[config.mk]
export PLATFORM = sky130hd
export DESIGN_NAME = lru_key_value_cache_top
export DESIGN_NICKNAME = d
export VERILOG_FILES = /design/src/rtl/lkvc_pkg.sv /design/src/rtl/lru_key_value_cache_top.sv /design/src/rtl/lkvc_front.sv /design/src/rtl/lkvc_back.sv
export SDC_FILE = /design/constraint.sdc
export NUM_CORES = 2
export LEC_CHECK = 0
export ABC_AREA = 1
export ABC_CLOCK_PERIOD_IN_PS = 4300
export BUFFER_PORTS_ARGS = -buffer_cell sky130_fd_sc_hd__buf_4
export CAP_MARGIN = 5
export CORE_MARGIN = 3
export CORE_UTILIZATION = 30
export CTS_CLUSTER_DIAMETER = 200
export DETAILED_ROUTE_END_ITERATION = 6
export PLACE_DENSITY = 0.51
export SLEW_MARGIN = 15
export SYNTH_ARGS = -nofsm -noshare
export SYNTH_HDL_FRONTEND = slang
export SYNTH_SLANG_ARGS = --single-unit
[constraint.sdc]
create_clock -name clk_i -period 4.3 [get_ports clk_i]
set_input_delay 0.86 -clock clk_i [delete_from_list [all_inputs] [get_ports clk_i]]
set_output_delay 0.86 -clock clk_i [all_outputs]
set_load 0.03 [all_outputs]
[src/rtl/lkvc_pkg.sv]
// Shared types and constants for the LRU key-value cache.
// Depends on nothing; every other file of the block imports it.
`default_nettype none

package lkvc_pkg;

  // Widths fixed by the external interface.
  localparam int unsigned KEY_IN_BITS = 16;
  localparam int unsigned VALUE_BITS  = 32;
  localparam int unsigned CAP_BITS    = 5;

  // Capacity register value after reset.
  localparam logic [CAP_BITS-1:0] CAP_RESET = 5'd16;

  // Value returned by a get that misses.
  localparam logic signed [VALUE_BITS-1:0] MISS_VALUE = -32'sd1;

  // Command queue between front and back.
  localparam int unsigned QUEUE_DEPTH = 2;
  localparam int unsigned QPTR_BITS   = $clog2(QUEUE_DEPTH);
  localparam int unsigned QCNT_BITS   = $clog2(QUEUE_DEPTH + 1);

  // Operation codes.
  typedef enum logic {
    OP_GET = 1'b0,
    OP_PUT = 1'b1
  } op_e;

  // Request as it arrives on the input channel.
  typedef struct packed {
    logic                         mode;
    logic [KEY_IN_BITS-1:0]       lookup_key;
    logic signed [VALUE_BITS-1:0] store_value;
  } req_t;

  // Result as it leaves on the output channel.
  typedef struct packed {
    logic                         hit;
    logic signed [VALUE_BITS-1:0] read_value;
  } rsp_t;

  // Decoded command held in the queue.
  typedef struct packed {
    op_e                    op;
    logic [KEY_IN_BITS-1:0] key;
    logic [VALUE_BITS-1:0]  value;
  } cmd_t;

  // Handshake between the queue and the back end.
  typedef struct packed {
    logic valid;
    cmd_t cmd;
  } cmd_chan_t;

endpackage

`default_nettype wire

[src/rtl/lru_key_value_cache_top.sv]
// Top level of the LRU key-value cache: front end with command queue and
// back end with tag match and LRU update. Depends on lkvc_pkg, lkvc_front
// and lkvc_back.
//
// Usage:
//   A request (get or put with key and value) is transferred at a rising
//   edge where start is high and busy is low. Requests wait in a two-entry
//   queue. Each request yields exactly one result, shown for one cycle on
//   rsp_o with out_valid_o high; the receiver cannot stall, so every strobe
//   is a completed transfer.
//   The back end takes each command through a lookup state (parallel key
//   compare and value memory read) and an apply state (rank, tag and value
//   update) before it takes the next; the strobe is registered. busy is
//   high while both queue entries are occupied. The capacity register is
//   written through cfg_we_i/cfg_wdata_i; the user must write it only while
//   the block is idle, which the block itself does not enforce. Zero acts
//   as one and values above ENTRIES act as ENTRIES. Reset empties the store
//   and the queue and sets the capacity to 16; the block takes requests in
//   the first cycle after reset.
`default_nettype none

module lru_key_value_cache_top #(
  parameter int unsigned ENTRIES  = 16,
  parameter int unsigned KEY_BITS = 16
) (
  input  wire logic                          clk_i,
  input  wire logic                          rst_ni,
  input  wire logic                          start,
  output logic                               busy,
  input  wire lkvc_pkg::req_t                req_i,
  output logic                               out_valid_o,
  output lkvc_pkg::rsp_t                     rsp_o,
  input  wire logic                          cfg_we_i,
  input  wire logic [lkvc_pkg::CAP_BITS-1:0] cfg_wdata_i
);
  import lkvc_pkg::*;

  cmd_chan_t chan;
  logic      pop;

  // Request intake and command queue.
  lkvc_front u_front (
    .clk_i  (clk_i),
    .rst_ni (rst_ni),
    .start  (start),
    .req_i  (req_i),
    .busy   (busy),
    .chan_o (chan),
    .pop_i  (pop)
  );

  // Lookup, replacement and result generation.
  lkvc_back #(
    .ENTRIES  (ENTRIES),
    .KEY_BITS (KEY_BITS)
  ) u_back (
    .clk_i       (clk_i),
    .rst_ni      (rst_ni),
    .chan_i      (chan),
    .pop_o       (pop),
    .cfg_we_i    (cfg_we_i),
    .cfg_wdata_i (cfg_wdata_i),
    .out_valid_o (out_valid_o),
    .rsp_o       (rsp_o)
  );

  // Each command passes through a lookup state before its apply state, so strobes never abut.
  assert property (@(posedge clk_i) disable iff (!rst_ni)
    out_valid_o |=> !out_valid_o)
    else $error("result strobes in consecutive cycles");

  // The queue only fills up through an accepted request.
  assert property (@(posedge clk_i) disable iff (!rst_ni)
    $rose(busy) |-> $past(start))
    else $error("busy rose without an accepted request");

  // A command is taken from the queue only when one is there.
  assert property (@(posedge clk_i) disable iff (!rst_ni)
    pop |-> chan.valid)
    else $error("queue popped while empty");

  // Every command taken from the queue yields a result strobe once its apply state is over.
  assert property (@(posedge clk_i) disable iff (!rst_ni)
    pop |-> ##2 out_valid_o)
    else $error("popped command produced no result");

endmodule

`default_nettype wire

[src/rtl/lkvc_front.sv]
// Front end of the LRU key-value cache: takes requests, decodes them and
// buffers them in a short command queue. Depends on lkvc_pkg.
`default_nettype none

module lkvc_front (
  input  wire logic              clk_i,
  input  wire logic              rst_ni,
  input  wire logic              start,
  input  wire lkvc_pkg::req_t    req_i,
  output logic                   busy,
  output lkvc_pkg::cmd_chan_t    chan_o,
  input  wire logic              pop_i
);
  import lkvc_pkg::*;

  cmd_t                 queue_mem [QUEUE_DEPTH];
  logic [QPTR_BITS-1:0] wr_ptr_q, wr_ptr_d;
  logic [QPTR_BITS-1:0] rd_ptr_q, rd_ptr_d;
  logic [QCNT_BITS-1:0] count_q, count_d;
  logic                 push;
  logic                 pop;
  cmd_t                 cmd_in;

  // The block is busy while the queue has no free slot.
  assign busy = (count_q == QCNT_BITS'(QUEUE_DEPTH));
  assign push = start && !busy;
  assign pop  = pop_i && (count_q != '0);

  // Decode the request into a command.
  always_comb begin
    cmd_in.op    = req_i.mode ? OP_PUT : OP_GET;
    cmd_in.key   = req_i.lookup_key;
    cmd_in.value = req_i.store_value;
  end

  // Pointer and fill count bookkeeping.
  always_comb begin
    wr_ptr_d = wr_ptr_q;
    rd_ptr_d = rd_ptr_q;
    count_d  = count_q;
    if (push) begin
      wr_ptr_d = (wr_ptr_q == QPTR_BITS'(QUEUE_DEPTH - 1)) ? '0 : wr_ptr_q + 1'b1;
    end
    if (pop) begin
      rd_ptr_d = (rd_ptr_q == QPTR_BITS'(QUEUE_DEPTH - 1)) ? '0 : rd_ptr_q + 1'b1;
    end
    if (push && !pop) begin
      count_d = count_q + 1'b1;
    end else if (pop && !push) begin
      count_d = count_q - 1'b1;
    end
  end

  always_ff @(posedge clk_i or negedge rst_ni) begin
    if (!rst_ni) begin
      wr_ptr_q <= '0;
      rd_ptr_q <= '0;
      count_q  <= '0;
    end else begin
      wr_ptr_q <= wr_ptr_d;
      rd_ptr_q <= rd_ptr_d;
      count_q  <= count_d;
    end
  end

  // Queue storage holds payload only, so it needs no reset.
  always_ff @(posedge clk_i) begin
    if (push) begin
      queue_mem[wr_ptr_q] <= cmd_in;
    end
  end

  // Head of the queue toward the back end.
  assign chan_o.valid = (count_q != '0);
  assign chan_o.cmd   = queue_mem[rd_ptr_q];

endmodule

`default_nettype wire

[src/rtl/lkvc_back.sv]
// Back end of the LRU key-value cache: parallel tag match, LRU rank update,
// value memory and result register. Depends on lkvc_pkg.
`default_nettype none

module lkvc_back #(
  parameter int unsigned ENTRIES  = 16,
  parameter int unsigned KEY_BITS = 16
) (
  input  wire logic                            clk_i,
  input  wire logic                            rst_ni,
  input  wire lkvc_pkg::cmd_chan_t             chan_i,
  output logic                                 pop_o,
  input  wire logic                            cfg_we_i,
  input  wire logic [lkvc_pkg::CAP_BITS-1:0]   cfg_wdata_i,
  output logic                                 out_valid_o,
  output lkvc_pkg::rsp_t                       rsp_o
);
  import lkvc_pkg::*;

  localparam int unsigned IW = $clog2(ENTRIES);
  localparam int unsigned LW = $clog2(ENTRIES + 1);
  localparam int unsigned CW = (LW > CAP_BITS) ? LW : CAP_BITS;

  typedef enum logic [1:0] {
    ST_LOOK  = 2'b01,
    ST_APPLY = 2'b10
  } state_e;

  state_e state_q, state_d;

  // Per-entry tag, valid and recency storage.
  logic [KEY_BITS-1:0]   key_arr   [ENTRIES];
  logic [ENTRIES-1:0]    valid_q, valid_d;
  logic [IW-1:0]         rec_q     [ENTRIES];
  logic [IW-1:0]         rec_d     [ENTRIES];
  logic [LW-1:0]         live_q, live_d;
  logic [CAP_BITS-1:0]   cap_q;

  // Value memory with a registered read port.
  logic [VALUE_BITS-1:0] val_mem   [ENTRIES];
  logic [VALUE_BITS-1:0] rd_data_q;

  // Lookup results carried into the apply cycle.
  logic [IW-1:0]         tgt_idx_q;
  logic [IW-1:0]         tgt_rank_q;
  logic                  hit_q;
  logic                  put_q;
  logic                  ins_q;
  logic                  upd_q;
  logic [KEY_BITS-1:0]   key_w_q;
  logic [VALUE_BITS-1:0] value_w_q;

  // Lookup logic.
  logic [KEY_BITS-1:0]   key_n;
  logic [ENTRIES-1:0]    match;
  logic [IW-1:0]         hit_idx;
  logic [IW-1:0]         hit_rank;
  logic                  hit;
  logic [CW-1:0]         eff_cap;
  logic                  has_room;
  logic [LW-1:0]         oldest_rank;
  logic [IW-1:0]         vic_idx;
  logic [IW-1:0]         free_idx;
  logic [IW-1:0]         tgt_idx;
  logic                  is_put;
  logic                  look_fire;
  logic                  apply_fire;

  logic                  out_valid_q;
  rsp_t                  rsp_q, rsp_d;

  assign look_fire  = (state_q == ST_LOOK) && chan_i.valid;
  assign apply_fire = (state_q == ST_APPLY);
  assign pop_o      = look_fire;
  assign is_put     = (chan_i.cmd.op == OP_PUT);
  assign key_n      = KEY_BITS'(chan_i.cmd.key);

  // Compare the key against every valid entry at once.
  always_comb begin
    hit_idx  = '0;
    hit_rank = '0;
    for (int i = 0; i < ENTRIES; i++) begin
      match[i] = valid_q[i] && (key_arr[i] == key_n);
      if (match[i]) begin
        hit_idx  = hit_idx | IW'(i);
        hit_rank = hit_rank | rec_q[i];
      end
    end
    hit = |match;
  end

  // Effective capacity: zero acts as one, values above the size clip.
  always_comb begin
    eff_cap = CW'(cap_q);
    if (eff_cap == '0) begin
      eff_cap = CW'(1);
    end
    if (eff_cap > CW'(ENTRIES)) begin
      eff_cap = CW'(ENTRIES);
    end
    has_room = CW'(live_q) < eff_cap;
  end

  // Ranks of live entries form 0..live-1 and entries fill from index zero,
  // so the victim holds rank live-1 and the next free slot is index live.
  always_comb begin
    oldest_rank = live_q - LW'(1);
    vic_idx     = '0;
    for (int i = 0; i < ENTRIES; i++) begin
      if (valid_q[i] && (rec_q[i] == IW'(oldest_rank))) begin
        vic_idx = vic_idx | IW'(i);
      end
    end
    free_idx = IW'(live_q);
  end

  // Pick the entry the command acts on.
  always_comb begin
    priority if (hit) begin
      tgt_idx = hit_idx;
    end else if (has_room) begin
      tgt_idx = free_idx;
    end else begin
      tgt_idx = vic_idx;
    end
  end

  // Sequencer: a lookup state, then an apply state.
  always_comb begin
    state_d = state_q;
    unique case (state_q)
      ST_LOOK: begin
        if (chan_i.valid) begin
          state_d = ST_APPLY;
        end
      end
      ST_APPLY: begin
        state_d = ST_LOOK;
      end
      default: begin
        state_d = ST_LOOK;
      end
    endcase
  end

  // Recency, valid and fill count updates for the apply cycle.
  always_comb begin
    valid_d = valid_q;
    live_d  = live_q;
    for (int i = 0; i < ENTRIES; i++) begin
      rec_d[i] = rec_q[i];
    end
    if (apply_fire && upd_q) begin
      for (int i = 0; i < ENTRIES; i++) begin
        if (IW'(i) == tgt_idx_q) begin
          rec_d[i] = '0;
        end else if (valid_q[i] && (!hit_q || (rec_q[i] < tgt_rank_q))) begin
          rec_d[i] = rec_q[i] + 1'b1;
        end
      end
    end
    if (apply_fire && ins_q) begin
      valid_d[tgt_idx_q] = 1'b1;
      live_d             = live_q + 1'b1;
    end
  end

  // Result of the command in the apply cycle.
  always_comb begin
    rsp_d.hit = hit_q;
    priority if (put_q) begin
      rsp_d.read_value = '0;
    end else if (hit_q) begin
      rsp_d.read_value = rd_data_q;
    end else begin
      rsp_d.read_value = MISS_VALUE;
    end
  end

  // Control state.
  always_ff @(posedge clk_i or negedge rst_ni) begin
    if (!rst_ni) begin
      state_q     <= ST_LOOK;
      valid_q     <= '0;
      live_q      <= '0;
      cap_q       <= CAP_RESET;
      out_valid_q <= 1'b0;
      for (int i = 0; i < ENTRIES; i++) begin
        rec_q[i] <= '0;
      end
    end else begin
      state_q     <= state_d;
      valid_q     <= valid_d;
      live_q      <= live_d;
      out_valid_q <= apply_fire;
      if (cfg_we_i) begin
        cap_q <= cfg_wdata_i;
      end
      for (int i = 0; i < ENTRIES; i++) begin
        rec_q[i] <= rec_d[i];
      end
    end
  end

  // Payload registers captured during lookup and apply.
  always_ff @(posedge clk_i) begin
    if (look_fire) begin
      tgt_idx_q  <= tgt_idx;
      tgt_rank_q <= hit_rank;
      hit_q      <= hit;
      put_q      <= is_put;
      ins_q      <= is_put && !hit && has_room;
      upd_q      <= hit || is_put;
      key_w_q    <= key_n;
      value_w_q  <= chan_i.cmd.value;
    end
    if (apply_fire) begin
      rsp_q <= rsp_d;
    end
  end

  // Tag storage: written on an inserting or replacing put.
  always_ff @(posedge clk_i) begin
    if (apply_fire && put_q && !hit_q) begin
      key_arr[tgt_idx_q] <= key_w_q;
    end
  end

  // Value memory: read at the matched entry during lookup, written on a put.
  always_ff @(posedge clk_i) begin
    rd_data_q <= val_mem[hit_idx];
    if (apply_fire && put_q) begin
      val_mem[tgt_idx_q] <= value_w_q;
    end
  end

  assign out_valid_o = out_valid_q;
  assign rsp_o       = rsp_q;

endmodule

`default_nettype wire
==> impl_metrics.toml <==
[worst_setup_path]
reg2reg_from = "u_front.rd_ptr_q"
crit_arrival_ns = 4.68
cp.required_ns = 5.00
crit_fanout = 47
crit_chain = "clkinv_2, buf_4, nand2_2, nand2_2, buf_4, nand2_1, nand4_1, nor2_1, nand3_1, nand2_1, nor2_4, nand2_8, buf_12, nand2_1, nand3_1, nand3_1, nand3_1, nand2_1"
rr_worst_depth = 18
crit_path_end_kind = "flop"
reg2reg_to = "u_back.rd_data_q[7]"
cpLargestDelayFamily = "simple AND/OR/NAND/NOR gates"
start_kind = "flop"
r2r_slack_ns = 0.32
crit_slowest_cell = "dfrtp_4"
cp_slowest_stage_delay_ns = 0.50
criticalPathCategory = "flop to flop"
cp.buffers_inverters = 4

[place]
port_buffers = 92
dp_hpwl_um = 103000
place_congestion = 0.922
placed_area_um2 = 54700

[logic_synthesis]
yosysSeqAreaShare_pct = 63.0
synth_top_flop_cell = "edfxtp_1"
ys_ff_latch = 1088
syn_area_um2 = 50600
synth_edf_count = 959
ys.warnings.count = 0
synthArstFlopShare_pct = 8.92
synth_nets = 5171
syn_inst = 5042
synth_cell_type_count = 50
synth.avg_cell_area_um2 = 10.0

[sta]
finalHoldViolations = 0
tns_ns = 0
slew_viol_final = 0
fin_crit_ns = 3.98
tightest_slew_ns = 1.28
slew-limit-headroom_pct = 14.4
clock_skew_ns = 0.0638
fmaxAchievable_mhz = 251
rsz0062_at_grt = "no"
setup_violations = 0
min_period_over_period_pct = 92.6
holdWs_ns = 0.0933

[cts]
cts_sinks = 1088
postCtsSetupBuffers = 0
cts_made_buffers = 120
cts_tree = "done"
ctsHtreeMaxLevel = 3
cts_buffer_depth = 3
clk_latency_ns = 0.78
clk_pin_slew_worst_paths_ns = 0.06
cts-root-buf = "clkbuf_16"

[floorplanning]
rows = 150
core_um2 = 167000
die_height_um = 417
fp.dieArea_um2 = 174000
initial_core_util_pct = 30.2
io_pins = 93
die_x_um = 417

[status]
outcome = "finished, final reports clean"

[finish]
area_growth_pct = 16.0
nets = 5350
fin_area_um2 = 58700
seq_area_um2 = 31900
n_fill_cell = 16800
multiInputGateArea_um2 = 15500
drive_gt1_share_pct = 9.90

[global_routing]
grt-ovfl-total = 0
antenna_found_initial = 8
grt_use_total_pct = 18.6
grt_pass1_vias = 35300
grt_pass1_wl_um = 241000
grt_max_degree = 97

[power]
p_comb_share_pct = 25.8
intPower_mw = 22.2
leakagePower_nw = 24.1
net-switching-power_mw = 12.5
switching_share_pct = 36.1
peakVddDrop_v = 0.000401
p_seq_share_pct = 44.4
clock_power_share_pct = 29.7
power_density_nw_per_um2 = 591

[route]
num_vias = 36700
post_drt_via_cell_ratio = 4.88
drc_errors = 0
dr.first_iter.drc_count = 3445
first_pass_iters = 5
ant_nets = 0
wl_um = 165000
wire_per_inst_um = 21.9

[min_path]
hp-class = "primary input to asynchronous set/reset pin"

[flow_run]
maxCapViolCount = 0
-- cells in the final DEF (no fill, tap or decap), types with 23 or more instances in the layout --
cell       instances
a21oi_1           89
buf_12            31
buf_4            220
clkbuf_1          29
clkbuf_16        120
clkinv_2          25
dfrtp_1           94
dfxtp_1           32
edfxtp_1         959
ha_1              71
inv_1            592
nand2_1         1449
nand2_2           33
nand3_1          612
nand3b_1         134
nand4_1           64
nor2_1           305
nor2_4            24
nor3_1            23
o21ai_0           73
o22ai_1           57
xnor2_1           30
xor2_1            75
-- cell families after synthesis --
family / count (synthesis) / share of synthesized area [%]
and+or+nand+nor: 2697 / 23.4
DFF: 1088 / 63.0
adders and majority gates: 71 / 1.76
muxes: 1 / 0.0223
buffers and inverters: 798 / 6.75
AOI/OAI and AO/OA: 281 / 3.22
xor gates and xnor gates: 106 / 1.84
-- sequential cells by signal, indices dropped and copies added, names as in the netlist, 2 cells and up --
name and flops:
u_front.queue_mem 98, u_back.val_mem 512, u_back.key_w_q 16, u_back.value_w_q 32
u_back.key_arr 256, u_back.live_q 5, u_back.rec_q 64, u_back.tgt_rank_q 4
u_back.rd_data_q 32, u_back.rsp_o 33, u_front.count_q 2, u_back.tgt_idx_q 4
u_back.state_q 2, u_back.cap_q 5, u_back.valid_q 16
-- cell usage after synthesis, types with 31 or more instances --
cell type / count / area share (%)
nand3b_1: 134 / 2.0
edfxtp_1: 959 / 57
a21oi_1: 89 / 0.88
nand2_2: 33 / 0.41
nor2_1: 324 / 2.4
o21ai_0: 73 / 0.72
xor2_1: 75 / 1.3
nand4_1: 64 / 0.79
xnor2_1: 31 / 0.54
dfxtp_1: 32 / 1.3
nand3_1: 613 / 6.1
buf_4: 37 / 0.55
clkbuf_1: 46 / 0.34
ha_1: 71 / 1.8
dfrtp_1: 95 / 4.7
buf_2: 85 / 0.84
o22ai_1: 57 / 0.70
inv_1: 595 / 4.4
nand2_1: 1452 / 11
-- per-stage QoR --
stage	util (%)	worst slack, ns	power [mW]	std cells
floorplan	-	0.762	20.0	5042
finish	35.1	0.316	34.7	7528
detailed placement	32.7	0.225	24.5	7303
CTS	35.0	0.225	34.8	7526
global route	35.1	0.0652	36.2	7527
global placement	32.7	0.231	24.4	7302
-- final cells by class --
cell class | instances | area share [%]
Inverter | 603 | 3.86
Timing Repair Buffer | 252 | 3.90
Tap cell | 2204 | 4.70
Clock buffer | 159 | 5.54
Clock inverter | 64 | 1.20
Sequential cell | 1088 | 54.3
Antenna cell | 2 | 0.00853
Multi-Input combinational cell | 3156 | 26.5
-- worst register-to-register path, delay by kind of cell, from the launching register on --
family                 cells  cell delay [ns]
AND/OR/NAND/NOR           14             2.29
buffers and inverters      4             1.12
flip-flops                 1             0.50
-- power by group through the flow --
stage	logic, mW	clock network, mW	registers (mW)
final	8.95	10.3	15.4
after global routing	9.72	10.9	15.5
after detailed placement	8.90	0	15.6
after floorplan	5.03	0	14.9
after CTS	8.93	10.5	15.4
after global placement	8.79	0	15.6
-- per-layer routing --
layer	vias up	track usage (%)	part of all wire, %
met5	-	0	0
met4	0	5.94	3.5
met2	1209	31.3	48
li1	17200	-	-
met1	18000	24.9	43
met3	280	2.45	5.3
-- how the worst max path moves through the flow --
stage                           startpoint                      end  slack, ns  depth (start not counted)
after global routing      u_front.rd_ptr_q      u_back.rd_data_q[7]       0.07                         20
final                     u_front.rd_ptr_q      u_back.rd_data_q[7]       0.32                         18
after detailed placement  u_front.rd_ptr_q     u_back.rd_data_q[14]       0.22                         21
after global placement    u_front.rd_ptr_q     u_back.rd_data_q[28]       0.23                         21
after floorplan                      start  u_front.queue_mem[1][0]       0.76                          2
after CTS                 u_front.rd_ptr_q     u_back.rd_data_q[28]       0.23                         21
-- timing repair --
item / in CTS / in global routing
resized for setup: 0 / 2
hold buffers: 0 / 0
setup endpoints to repair: 0 / 13
Power figures use the tool's default switching activity.
